===== src/rtl/core/secded_pkg.sv =====
// Shared types, constants and functions for the 64-bit SEC-DED encode/check core.
// No dependencies; every other file of the core imports this package.
`default_nettype none

package secded_pkg;

  localparam int unsigned DATA_W  = 64;
  localparam int unsigned CHECK_W = 8;
  localparam int unsigned NUM_PAR = 6;
  localparam int unsigned HIT_W   = 6;

  localparam logic [DATA_W-1:0] PAR_MASK [NUM_PAR] = '{
    64'h5555555555555555, 64'h3333333333333333, 64'h0F0F0F0F0F0F0F0F,
    64'h00FF00FF00FF00FF, 64'h0000FFFF0000FFFF, 64'h00000000FFFFFFFF
  };

  typedef enum logic {
    OP_ENCODE = 1'b0,
    OP_CHECK  = 1'b1
  } op_e;

  typedef enum logic [1:0] {
    CLS_CLEAN   = 2'd0,
    CLS_CHKBIT  = 2'd1,
    CLS_DATABIT = 2'd2,
    CLS_UNCORR  = 2'd3
  } cls_e;

  // After the parity trees.
  typedef struct packed {
    op_e                  op;
    logic [DATA_W-1:0]    data;
    logic [CHECK_W-1:0]   check_in;
    logic [NUM_PAR-1:0]   mpar;
    logic                 dpar;
  } s1_t;

  // After the check byte and the syndrome are formed.
  typedef struct packed {
    op_e                  op;
    logic [DATA_W-1:0]    data;
    logic [CHECK_W-1:0]   calc;
    logic [CHECK_W-1:0]   diff;
  } s2_t;

  // After the syndrome is classified.
  typedef struct packed {
    cls_e                 cls;
    logic [HIT_W-1:0]     hit;
    logic [DATA_W-1:0]    data;
    logic [CHECK_W-1:0]   calc;
  } s3_t;

  function automatic logic [CHECK_W-1:0] encode_byte(input logic [DATA_W-1:0] d);
    logic [NUM_PAR:0] ham;
    ham[NUM_PAR] = d[DATA_W-1];
    for (int j = 0; j < NUM_PAR; j++) begin
      ham[j] = ^(d & PAR_MASK[j]);
    end
    return {ham, (^d) ^ (^ham[NUM_PAR-1:0])};
  endfunction

  // Check byte of a word that has only bit i set.
  function automatic logic [CHECK_W-1:0] data_bit_code(input int i);
    return encode_byte(DATA_W'(1) << i);
  endfunction

endpackage

`default_nettype wire


===== src/rtl/core/secded_in_if.sv =====
// Input channel of the SEC-DED core: operation, data word and stored check byte.
// Depends on secded_pkg.
`default_nettype none

interface secded_in_if;
  import secded_pkg::*;

  logic                valid;
  logic                ready;
  logic                op;
  logic [DATA_W-1:0]   data_word;
  logic [CHECK_W-1:0]  check_in;

  modport source (output valid, output op, output data_word, output check_in, input ready);
  modport sink   (input valid, input op, input data_word, input check_in, output ready);
endinterface

`default_nettype wire


===== src/rtl/core/secded_out_if.sv =====
// Output channel of the SEC-DED core: corrected word, check byte and status flags.
// Depends on secded_pkg.
`default_nettype none

interface secded_out_if;
  import secded_pkg::*;

  logic                valid;
  logic                ready;
  logic [DATA_W-1:0]   data_out;
  logic [CHECK_W-1:0]  check_out;
  logic                fixed;
  logic                status;
  logic                fault_seen;

  modport source (output valid, output data_out, output check_out, output fixed,
                  output status, output fault_seen, input ready);
  modport sink   (input valid, input data_out, input check_out, input fixed,
                  input status, input fault_seen, output ready);
endinterface

`default_nettype wire


===== src/rtl/core/secded_syndrome.sv =====
// First two pipeline stages: mask parity trees, then check byte and syndrome.
// Depends on secded_pkg and secded_in_if.
`default_nettype none

module secded_syndrome (
  input  logic              clk,
  input  logic              rst,
  secded_in_if.sink         req,
  output logic              s2_valid,
  input  logic              s2_ready,
  output secded_pkg::s2_t   s2
);
  import secded_pkg::*;

  logic               s1_valid;
  s1_t                s1;
  logic               s1_en;
  logic               s2_en;
  s1_t                s1_next;
  s2_t                s2_next;
  logic [NUM_PAR:0]   ham;

  // Each stage loads when it is empty or its word moves on.
  assign s2_en     = !s2_valid || s2_ready;
  assign s1_en     = !s1_valid || s2_en;
  assign req.ready = s1_en;

  always_comb begin
    s1_next.op       = op_e'(req.op);
    s1_next.data     = req.data_word;
    s1_next.check_in = req.check_in;
    s1_next.dpar     = ^req.data_word;
    for (int j = 0; j < NUM_PAR; j++) begin
      s1_next.mpar[j] = ^(req.data_word & PAR_MASK[j]);
    end
  end

  always_comb begin
    ham          = {s1.data[DATA_W-1], s1.mpar};
    s2_next.op   = s1.op;
    s2_next.data = s1.data;
    s2_next.calc = {ham, s1.dpar ^ (^s1.mpar)};
    s2_next.diff = s2_next.calc ^ s1.check_in;
  end

  always_ff @(posedge clk) begin
    if (rst) begin
      s1_valid <= 1'b0;
      s2_valid <= 1'b0;
    end else begin
      if (s1_en) s1_valid <= req.valid;
      if (s2_en) s2_valid <= s1_valid;
    end
  end

  always_ff @(posedge clk) begin
    if (s1_en && req.valid) s1 <= s1_next;
    if (s2_en && s1_valid) s2 <= s2_next;
  end

endmodule

`default_nettype wire


===== src/rtl/core/secded_decode.sv =====
// Last two pipeline stages: syndrome classification, then correction, sticky
// fault flag and output register. Depends on secded_pkg and secded_out_if.
`default_nettype none

module secded_decode (
  input  logic              clk,
  input  logic              rst,
  input  logic              s2_valid,
  output logic              s2_ready,
  input  secded_pkg::s2_t   s2,
  secded_out_if.source      rsp
);
  import secded_pkg::*;

  logic               s3_valid;
  s3_t                s3;
  s3_t                s3_next;
  logic               s3_en;
  logic               out_en;
  logic               found;
  logic [HIT_W-1:0]   hit;
  logic               fault_sticky;
  logic               fault_sticky_next;
  logic [DATA_W-1:0]  data_next;

  assign out_en   = !rsp.valid || rsp.ready;
  assign s3_en    = !s3_valid || out_en;
  assign s2_ready = s3_en;

  // Compare the syndrome against every single data bit code; the ascending
  // scan lets the highest matching bit win.
  always_comb begin
    found = 1'b0;
    hit   = '0;
    for (int i = 0; i < DATA_W; i++) begin
      if (data_bit_code(i) == s2.diff) begin
        found = 1'b1;
        hit   = HIT_W'(i);
      end
    end
  end

  always_comb begin
    s3_next.hit  = hit;
    s3_next.data = s2.data;
    s3_next.calc = s2.calc;
    priority if (s2.op == OP_ENCODE || s2.diff == '0) begin
      s3_next.cls = CLS_CLEAN;
    end else if ((s2.diff & (s2.diff - CHECK_W'(1))) == '0) begin
      s3_next.cls = CLS_CHKBIT;
    end else if (found) begin
      s3_next.cls = CLS_DATABIT;
    end else begin
      s3_next.cls = CLS_UNCORR;
    end
  end

  always_comb begin
    fault_sticky_next = fault_sticky || (s3.cls == CLS_UNCORR);
    unique case (s3.cls)
      CLS_DATABIT: data_next = s3.data ^ (DATA_W'(1) << s3.hit);
      CLS_UNCORR:  data_next = '0;
      default:     data_next = s3.data;
    endcase
  end

  always_ff @(posedge clk) begin
    if (rst) begin
      s3_valid     <= 1'b0;
      rsp.valid    <= 1'b0;
      fault_sticky <= 1'b0;
    end else begin
      if (s3_en) s3_valid <= s2_valid;
      if (out_en) rsp.valid <= s3_valid;
      if (out_en && s3_valid) fault_sticky <= fault_sticky_next;
    end
  end

  always_ff @(posedge clk) begin
    if (s3_en && s2_valid) s3 <= s3_next;
    if (out_en && s3_valid) begin
      rsp.data_out   <= data_next;
      rsp.check_out  <= s3.calc;
      rsp.fixed      <= (s3.cls == CLS_CHKBIT) || (s3.cls == CLS_DATABIT);
      rsp.status     <= (s3.cls == CLS_UNCORR);
      rsp.fault_seen <= fault_sticky_next;
    end
  end

endmodule

`default_nettype wire


===== src/rtl/core/secded_64bit_encode_check_core.sv =====
// SEC-DED (72,64) encode and check-with-correction core, four register stages.
// A word passes s1, s2, s3 and the output register on its way from req to rsp.
// Throughput: one word per cycle unless rsp stalls; stages advance independently, so
// bubbles fill while the output register waits and a stall drops or repeats nothing.
// Reset (rst, synchronous) empties the pipeline and clears the sticky fault flag.
// Depends on secded_pkg, secded_in_if, secded_out_if, secded_syndrome, secded_decode.
`default_nettype none

module secded_64bit_encode_check_core (
  input  logic         clk,
  input  logic         rst,
  secded_in_if.sink    req,
  secded_out_if.source rsp
);
  import secded_pkg::*;

  logic  s2_valid;
  logic  s2_ready;
  s2_t   s2;

  secded_syndrome u_syndrome (
    .clk      (clk),
    .rst      (rst),
    .req      (req),
    .s2_valid (s2_valid),
    .s2_ready (s2_ready),
    .s2       (s2)
  );

  secded_decode u_decode (
    .clk      (clk),
    .rst      (rst),
    .s2_valid (s2_valid),
    .s2_ready (s2_ready),
    .s2       (s2),
    .rsp      (rsp)
  );

  a_fix_excl: assert property (@(posedge clk) disable iff (rst)
    rsp.valid |-> !(rsp.fixed && rsp.status))
    else $error("fixed and status both set on one word");

  a_uncorr_zero: assert property (@(posedge clk) disable iff (rst)
    (rsp.valid && rsp.status) |-> (rsp.data_out == '0))
    else $error("uncorrectable word does not read as zero");

  a_uncorr_sticky: assert property (@(posedge clk) disable iff (rst)
    (rsp.valid && rsp.status) |-> rsp.fault_seen)
    else $error("uncorrectable word without sticky fault");

  a_sticky_hold: assert property (@(posedge clk) disable iff (rst)
    (rsp.valid && rsp.ready && rsp.fault_seen) ##1 rsp.valid |-> rsp.fault_seen)
    else $error("sticky fault flag cleared without reset");

endmodule

`default_nettype wire


===== src/flat_wrapper.sv =====
// flat-port wrapper written by rule: the top's interface ports become plain ports
module secded_64bit_encode_check_core_flat import secded_pkg::*;
  (clk, rst, req_valid, req_op, req_data_word, req_check_in, req_ready, rsp_valid, rsp_data_out, rsp_check_out, rsp_fixed, rsp_status, rsp_fault_seen, rsp_ready);
  secded_in_if req_i ();
  secded_out_if rsp_i ();
  input  logic clk;
  input  logic rst;
  input wire logic [$bits(req_i.valid)-1:0] req_valid;
  input wire logic [$bits(req_i.op)-1:0] req_op;
  input wire logic [$bits(req_i.data_word)-1:0] req_data_word;
  input wire logic [$bits(req_i.check_in)-1:0] req_check_in;
  output wire logic [$bits(req_i.ready)-1:0] req_ready;
  output wire logic [$bits(rsp_i.valid)-1:0] rsp_valid;
  output wire logic [$bits(rsp_i.data_out)-1:0] rsp_data_out;
  output wire logic [$bits(rsp_i.check_out)-1:0] rsp_check_out;
  output wire logic [$bits(rsp_i.fixed)-1:0] rsp_fixed;
  output wire logic [$bits(rsp_i.status)-1:0] rsp_status;
  output wire logic [$bits(rsp_i.fault_seen)-1:0] rsp_fault_seen;
  input wire logic [$bits(rsp_i.ready)-1:0] rsp_ready;
  assign req_i.valid = req_valid;
  assign req_i.op = req_op;
  assign req_i.data_word = req_data_word;
  assign req_i.check_in = req_check_in;
  assign req_ready = req_i.ready;
  assign rsp_valid = rsp_i.valid;
  assign rsp_data_out = rsp_i.data_out;
  assign rsp_check_out = rsp_i.check_out;
  assign rsp_fixed = rsp_i.fixed;
  assign rsp_status = rsp_i.status;
  assign rsp_fault_seen = rsp_i.fault_seen;
  assign rsp_i.ready = rsp_ready;
  secded_64bit_encode_check_core u_core (.clk(clk), .rst(rst), .req(req_i), .rsp(rsp_i));
endmodule

===== config.mk =====
export PLATFORM = sky130hd
export DESIGN_NAME = secded_64bit_encode_check_core_flat
export DESIGN_NICKNAME = d
export VERILOG_FILES = /design/src/rtl/core/secded_pkg.sv /design/src/rtl/core/secded_in_if.sv /design/src/rtl/core/secded_out_if.sv /design/src/rtl/core/secded_syndrome.sv /design/src/rtl/core/secded_decode.sv /design/src/rtl/core/secded_64bit_encode_check_core.sv /design/src/flat_wrapper.sv
export SDC_FILE = /design/constraint.sdc
export NUM_CORES = 1
export LEC_CHECK = 0
export BUFFER_PORTS_ARGS = -buffer_cell sky130_fd_sc_hd__buf_2
export CAP_MARGIN = 10
export CELL_PAD_IN_SITES_DETAIL_PLACEMENT = 0
export CELL_PAD_IN_SITES_GLOBAL_PLACEMENT = 2
export CORE_ASPECT_RATIO = 0.5
export CORE_MARGIN = 2
export CORE_UTILIZATION = 30
export CTS_CLUSTER_SIZE = 8
export DETAILED_ROUTE_END_ITERATION = 10
export PLACE_DENSITY_LB_ADDON = 0.1
export SLEW_MARGIN = 15
export SYNTH_ARGS = -nofsm -noshare
export SYNTH_HDL_FRONTEND = slang
export SYNTH_SLANG_ARGS = --single-unit

===== constraint.sdc =====
create_clock -name clk -period 17.3 [get_ports clk]
set_input_delay 1.73 -clock clk [delete_from_list [all_inputs] [get_ports clk]]
set_output_delay 1.73 -clock clk [all_outputs]
set_load 0.1 [all_outputs]

* Yosys cells after proc, flatten, opt, wreduce, memory -nomap -nowiden *
Index checks and enable logic that the tools add are counted.

storage, ports and cells
  word-level logic and storage cells = 263
  bits in latches = 0
  memories kept = 0
  output and inout port bits = 77
  ROM bits = 0
  register bits = 321
  memory bits (writable) = 0
  input port bits = 77

cells by class
  order comparisons = 0
  shift-type cells = 1
  multiply operators = 0
  reduce and logical (&&, ||, !) cells = 31
  divide/modulo/power cells = 0
  mux-type cells = 129
  bitwise gates (word level) = 5
  add/subtract/negate cells = 1
  eq/ne operators = 67

operator list
  operator                                                              count
  64-bit XOR reduction                                                  7
  7-bit by 8-bit equality test with 1-bit output, first input constant  32
  6-bit two-way mux                                                     30
  6-bit by 8-bit equality test with 1-bit output, first input constant  16
  64-bit one-hot mux with 2 select lines                                1
  5-bit two-way mux                                                     16
  1-bit two-way mux                                                     68
  5-bit by 8-bit equality test with 1-bit output, first input constant  8
  1-bit by 6-bit << shifter with 64-bit output, first input constant    1
  64-bit XOR                                                            1
  4-bit by 8-bit equality test with 1-bit output, first input constant  4
  4-bit two-way mux                                                     8
  32-bit OR reduction                                                   1
  3-bit by 8-bit equality test with 1-bit output, first input constant  2
  8-bit logical NOT                                                     2
  16-bit OR reduction                                                   1
  3-bit two-way mux                                                     4
  8-bit bitwise AND                                                     1
  2-bit by 8-bit equality test with 1-bit output, first input constant  1
  8-bit equality test, first input constant                             1
  8-bit OR reduction                                                    1
  8-bit by 1-bit subtractor with 8-bit output, second input constant    1
  8-bit XOR                                                             1
  1-bit logical OR                                                      7
  other kinds (10)                                                      19

* Logic depth before layout (Yosys ltp) *
  depth in word-level cells = 67
  mapped depth = 8
  depth with buffers taken out = 7

* By module *
Synthesis repeated with hierarchy kept, for this count alone.

unflattened totals
  cells, all modules = 819
  area total of the unflattened synthesis = 12956.2 um^2

by module, submodules not included
  module           seq. area each (um^2)  area each (um^2)  cells each  instances
  secded_decode    4714.5                 6806.5            517         1
  secded_syndrome  4844.6                 6149.6            302         1

* Worst setup path after synthesis *
OpenSTA, ideal clock, no wires.

  path type = in2reg
  start point = input rsp_ready
  end point = register u_core.u_decode.s3[0] in the netlist's numbering (enable)
  data required time = 16.663 ns
  buffers on the path = 0
  stages on the path = 2
  arrival = 7.550 ns
  setup slack = 9.113 ns
  library setup time = 0.637 ns
  path through = nor2b_1 > a21boi_0

between the ends
  word-level cells in the longest chain between the ends = 3

ends and longest elaborated chain
  element               RTL line             RTL
  start, declared       flat_wrapper.sv:19   input wire logic [$bits(rsp_i.ready)-1:0] rsp_ready;
  1-bit logical OR      secded_decode.sv:26  assign out_en = !rsp.valid || rsp.ready;
  1-bit logical OR      secded_decode.sv:27  assign s3_en = !s3_valid || out_en;
  1-bit logical AND     secded_decode.sv:80  if (s3_en && s2_valid) s3 <= s3_next;
  end signal, assigned  secded_decode.sv:80
  end, declared         secded_decode.sv:16  s3_t s3;

Every way passes these cells.
A chain may end at the register's enable or synchronous reset.

* Final worst setup path *
  start point = input rsp_ready
  end point = output req_ready

between the ends
  word-level cells in the longest chain between the ends = 4

ends and longest elaborated chain
  element           RTL line               RTL
  1-bit logical OR  secded_decode.sv:26
  1-bit logical OR  secded_decode.sv:27
  1-bit logical OR  secded_syndrome.sv:24  assign s2_en = !s2_valid || s2_ready;
  1-bit logical OR  secded_syndrome.sv:25  assign s1_en = !s1_valid || s2_en;
  end, declared     flat_wrapper.sv:12     output wire logic [$bits(req_i.ready)-1:0] req_ready;

Every way passes these cells.

==> results.md <==
* Mapped Area at approximately 13000 sq um
* Post-Syn Instances at 858
* CTS Buf Count at 45
* Final-report setup violation count at 0
* Crit path launch: rsp_ready
* CP endpoint kind: output pin
* Latest clock arrival within the worst-skew pair at ~0.54 ns
* Number of H-tree levels at 2
* Worst Path Buf+Inv at 2
* Reg-to-Reg Start: u_core.u_decode.rsp.valid$_SDFFE_PP0P_
* Synth area leader: edfxtp_1
* HP Start: u_core.u_syndrome.s1[15]$_DFFE_PP_
* Commonest non-fill, non-tap cell in the layout: edfxtp_1
* Port bufs at roughly 150
* Layout area overhead at 20.4%
* Worst Hold Slack at roughly 0.4 ns
* Critical Path Most Common Cell: buf_2
* Seq cells post-synth at between 300 and 400
* Final Cycle Share at 0.277
* Place WS at about 13 ns
* Max Cap Violations at 0
* Crit-path max FO at 5
* CTS root buffer: clkbuf_16
* Layout cells sized above 1 at 0.230
* Setup CP Type: primary input to output pin
* Vias in the first global route at between 7000 and 8000
* Avg WL per Cell at approximately 20 microns
* Final Hold Fails at 0
* Starting DRT DRC Count at 549
* Row count at 54
* DIE HEIGHT at about 150 microns
* Cell leakage power at 5.34 nW
* Most frequent cells in the layout: edfxtp_1, buf_2, xnor2_1, nand2_1, o21ai_0
* Drt first pass iters at 5
* ANT nets after route at 0
* Slew Viols, Final at 0
* Cell variety after synth at 54
* Post-route DRC violation count at 0
* Post-synth EDFFs at between 300 and 400
* Routed WL at 33200 microns
* Pwr Total at 2.09 mW
* Ys async rst share at 0
* Setup TNS at 0 ns
* # Post-CTS Setup Buffers at 0
* Initial core utilization at 0.302
* Primary FF master, synth: edfxtp_1
* Reg clk slew, reported paths at around 0.05 ns
* DIE AREA at around 45000 sq um
* Ranking of synthesized cells by area: edfxtp_1, xnor2_1, xor2_1, o21ai_0, nand3_1
* DIE WIDTH at 299 microns
* Largest net degree at the start of global routing at 65
* RSZ-0062 raised after global routing: false
* Crit path DAT at between 3 and 4 ns
* Detailed Place HPWL at ~22000 microns
* Clock Sinks at 319
* Yosys Warn Count at 0
* Final worst slack at 12.51 ns
* Final core utilization at 0.364
* Cell Pwr Density at ~130 nW/um^2
* Syn_nets at ~940
* CP max stage cell: nor2b_1
* Final clock skew at 0.0128 ns
* Status: complete, no violations
* Max Buffers Root-to-Sink at 3
* Worst-Margin Slew at 1.23 ns
* Top Ports at roughly 150
* Post-synthesis average cell area at about 15 sq um
* Post-CTS Hold Buffers at 0
* Crit-path leading delay family: simple AND/OR/NAND/NOR gates
* Peak Freq at 209 MHz
* Register area share after synthesis at 0.728
* First-pass GRT wire length at around 50000 microns
* Max_slew headroom at 0.175
* Fill cells at just over 4000
* CTS tree: yes
* Vias per inst at 4.52
* Hold WC Path Type: flip-flop to flip-flop
* Total congestion overflow at 0
* Core area at around 43000 sq um
* Gr usage total at 0.146
* Startpoint types: primary input
* Via count at 7361
* Antenna violations before repair at 1
* Post-layout minimum cycle time at approximately 4.8 ns
* Worst path cell trace: buf_2 > nor2b_1 > and3_1 > nand2_1 > buf_2
* Post-cts resize count at 0
* Max VDD drop at between 50 and 60 uV
* Critical path data required time at 15.57 ns
* Nets at approximately 1100
* Synth top area share at 0.720
* Worst stage delay on the critical path at between 0.4 and 0.5 ns
* Final RePlAce weighted congestion at roughly 0.75
-- metal layers --
layer  vias up  global-route usage  routed length, microns
met3        44              0.0277                    1480
met5         -                   0                       0
met1      3622               0.203                   15500
met4         0              0.0313                     539
met2       140               0.240                   15700
li1       3555                   -                       -
-- where the power goes --
| part | total [mW] | internal (mW) | leakage (nW) | switching, mW |
|---|---|---|---|---|
| combinational | 0.355 | 0.149 | 1.78 | 0.206 |
| sequential | 0.958 | 0.916 | 2.98 | 0.0425 |
| clock | 0.774 | 0.465 | 0.583 | 0.309 |
-- flip-flops by register name (all words and copies together), names as in the netlist, 7 cells and up --
name and count:
u_core.u_decode.rsp.check_out 8, u_core.u_syndrome.ham 7, u_core.u_syndrome.s1 73, u_core.u_decode.rsp.data_out 64, u_core.u_syndrome.s2 80, u_core.u_decode.s3 79
-- worst reg2reg max path: cells and delay by family, from the launching register on --
kind	cells	cell delay (ns)
buffers and inverters	1	0.75
AOI/OAI and AO/OA	1	0.80
DFF	1	0.30
and+or+nand+nor	2	0.51
-- per-stage QoR --
step                      cell area (sq um)  std cells
after global routing                  15800       1627
final                                 15800       1627
after global placement                14600       1569
after detailed placement              14600       1569
after floorplan                       13100        858
after CTS                             15800       1626
-- cell usage after synthesis (all sizes together) (3+ instances only) --
cell type and number:
buf 15, a21oi 15, nor4 5, o211ai 22, xnor2 103, inv 5
nand2 66, o31ai 25, nand3 53, nor2b 8, nor2 25, nor3b 4
and3 4, clkbuf 23, xor2 41, or2 7, nor3 11, dfxtp 5
xor3 3, o21ai 56, edfxtp 314, mux2i 4, nand2b 9
-- logic make-up (layout without fill, tap and decap cells) --
| logic type | Yosys count | after routing | synth area share |
|---|---|---|---|
| mux | 4 | 4 | 0.00306 |
| compound gates | 137 | 137 | 0.0658 |
| xor+xnor | 149 | 149 | 0.113 |
| fa+ha+maj | 2 | 2 | 0.00191 |
| flops | 319 | 319 | 0.728 |
| other cells | 0 | 1 | 0 |
| buf+inv | 43 | 223 | 0.0132 |
| simple gates | 204 | 204 | 0.0758 |
-- final timing paths --
kind                                        end  slack, ns  cells past startpoint
max reg2reg  u_core.u_syndrome.ham[0]$_DFFE_PP_      14.50                      4
min          u_core.u_syndrome.s2[16]$_DFFE_PP_       0.41                      0
max                                   req_ready      12.51                      5
min reg2reg  u_core.u_syndrome.s2[16]$_DFFE_PP_       0.41                      0
-- area by class of cell --
type                            count  area (sq um)  area share
Antenna cell                        1          2.50    0.000159
Clock buffer                       54          1160      0.0736
Clock inverter                      3          41.3     0.00262
Inverter                            5          18.8     0.00119
Multi-Input combinational cell    496          3450       0.219
Sequential cell                   319          9530       0.604
Tap cell                          588           736      0.0467
Timing Repair Buffer              161           826      0.0524
Power figures use the tool's default switching activity.
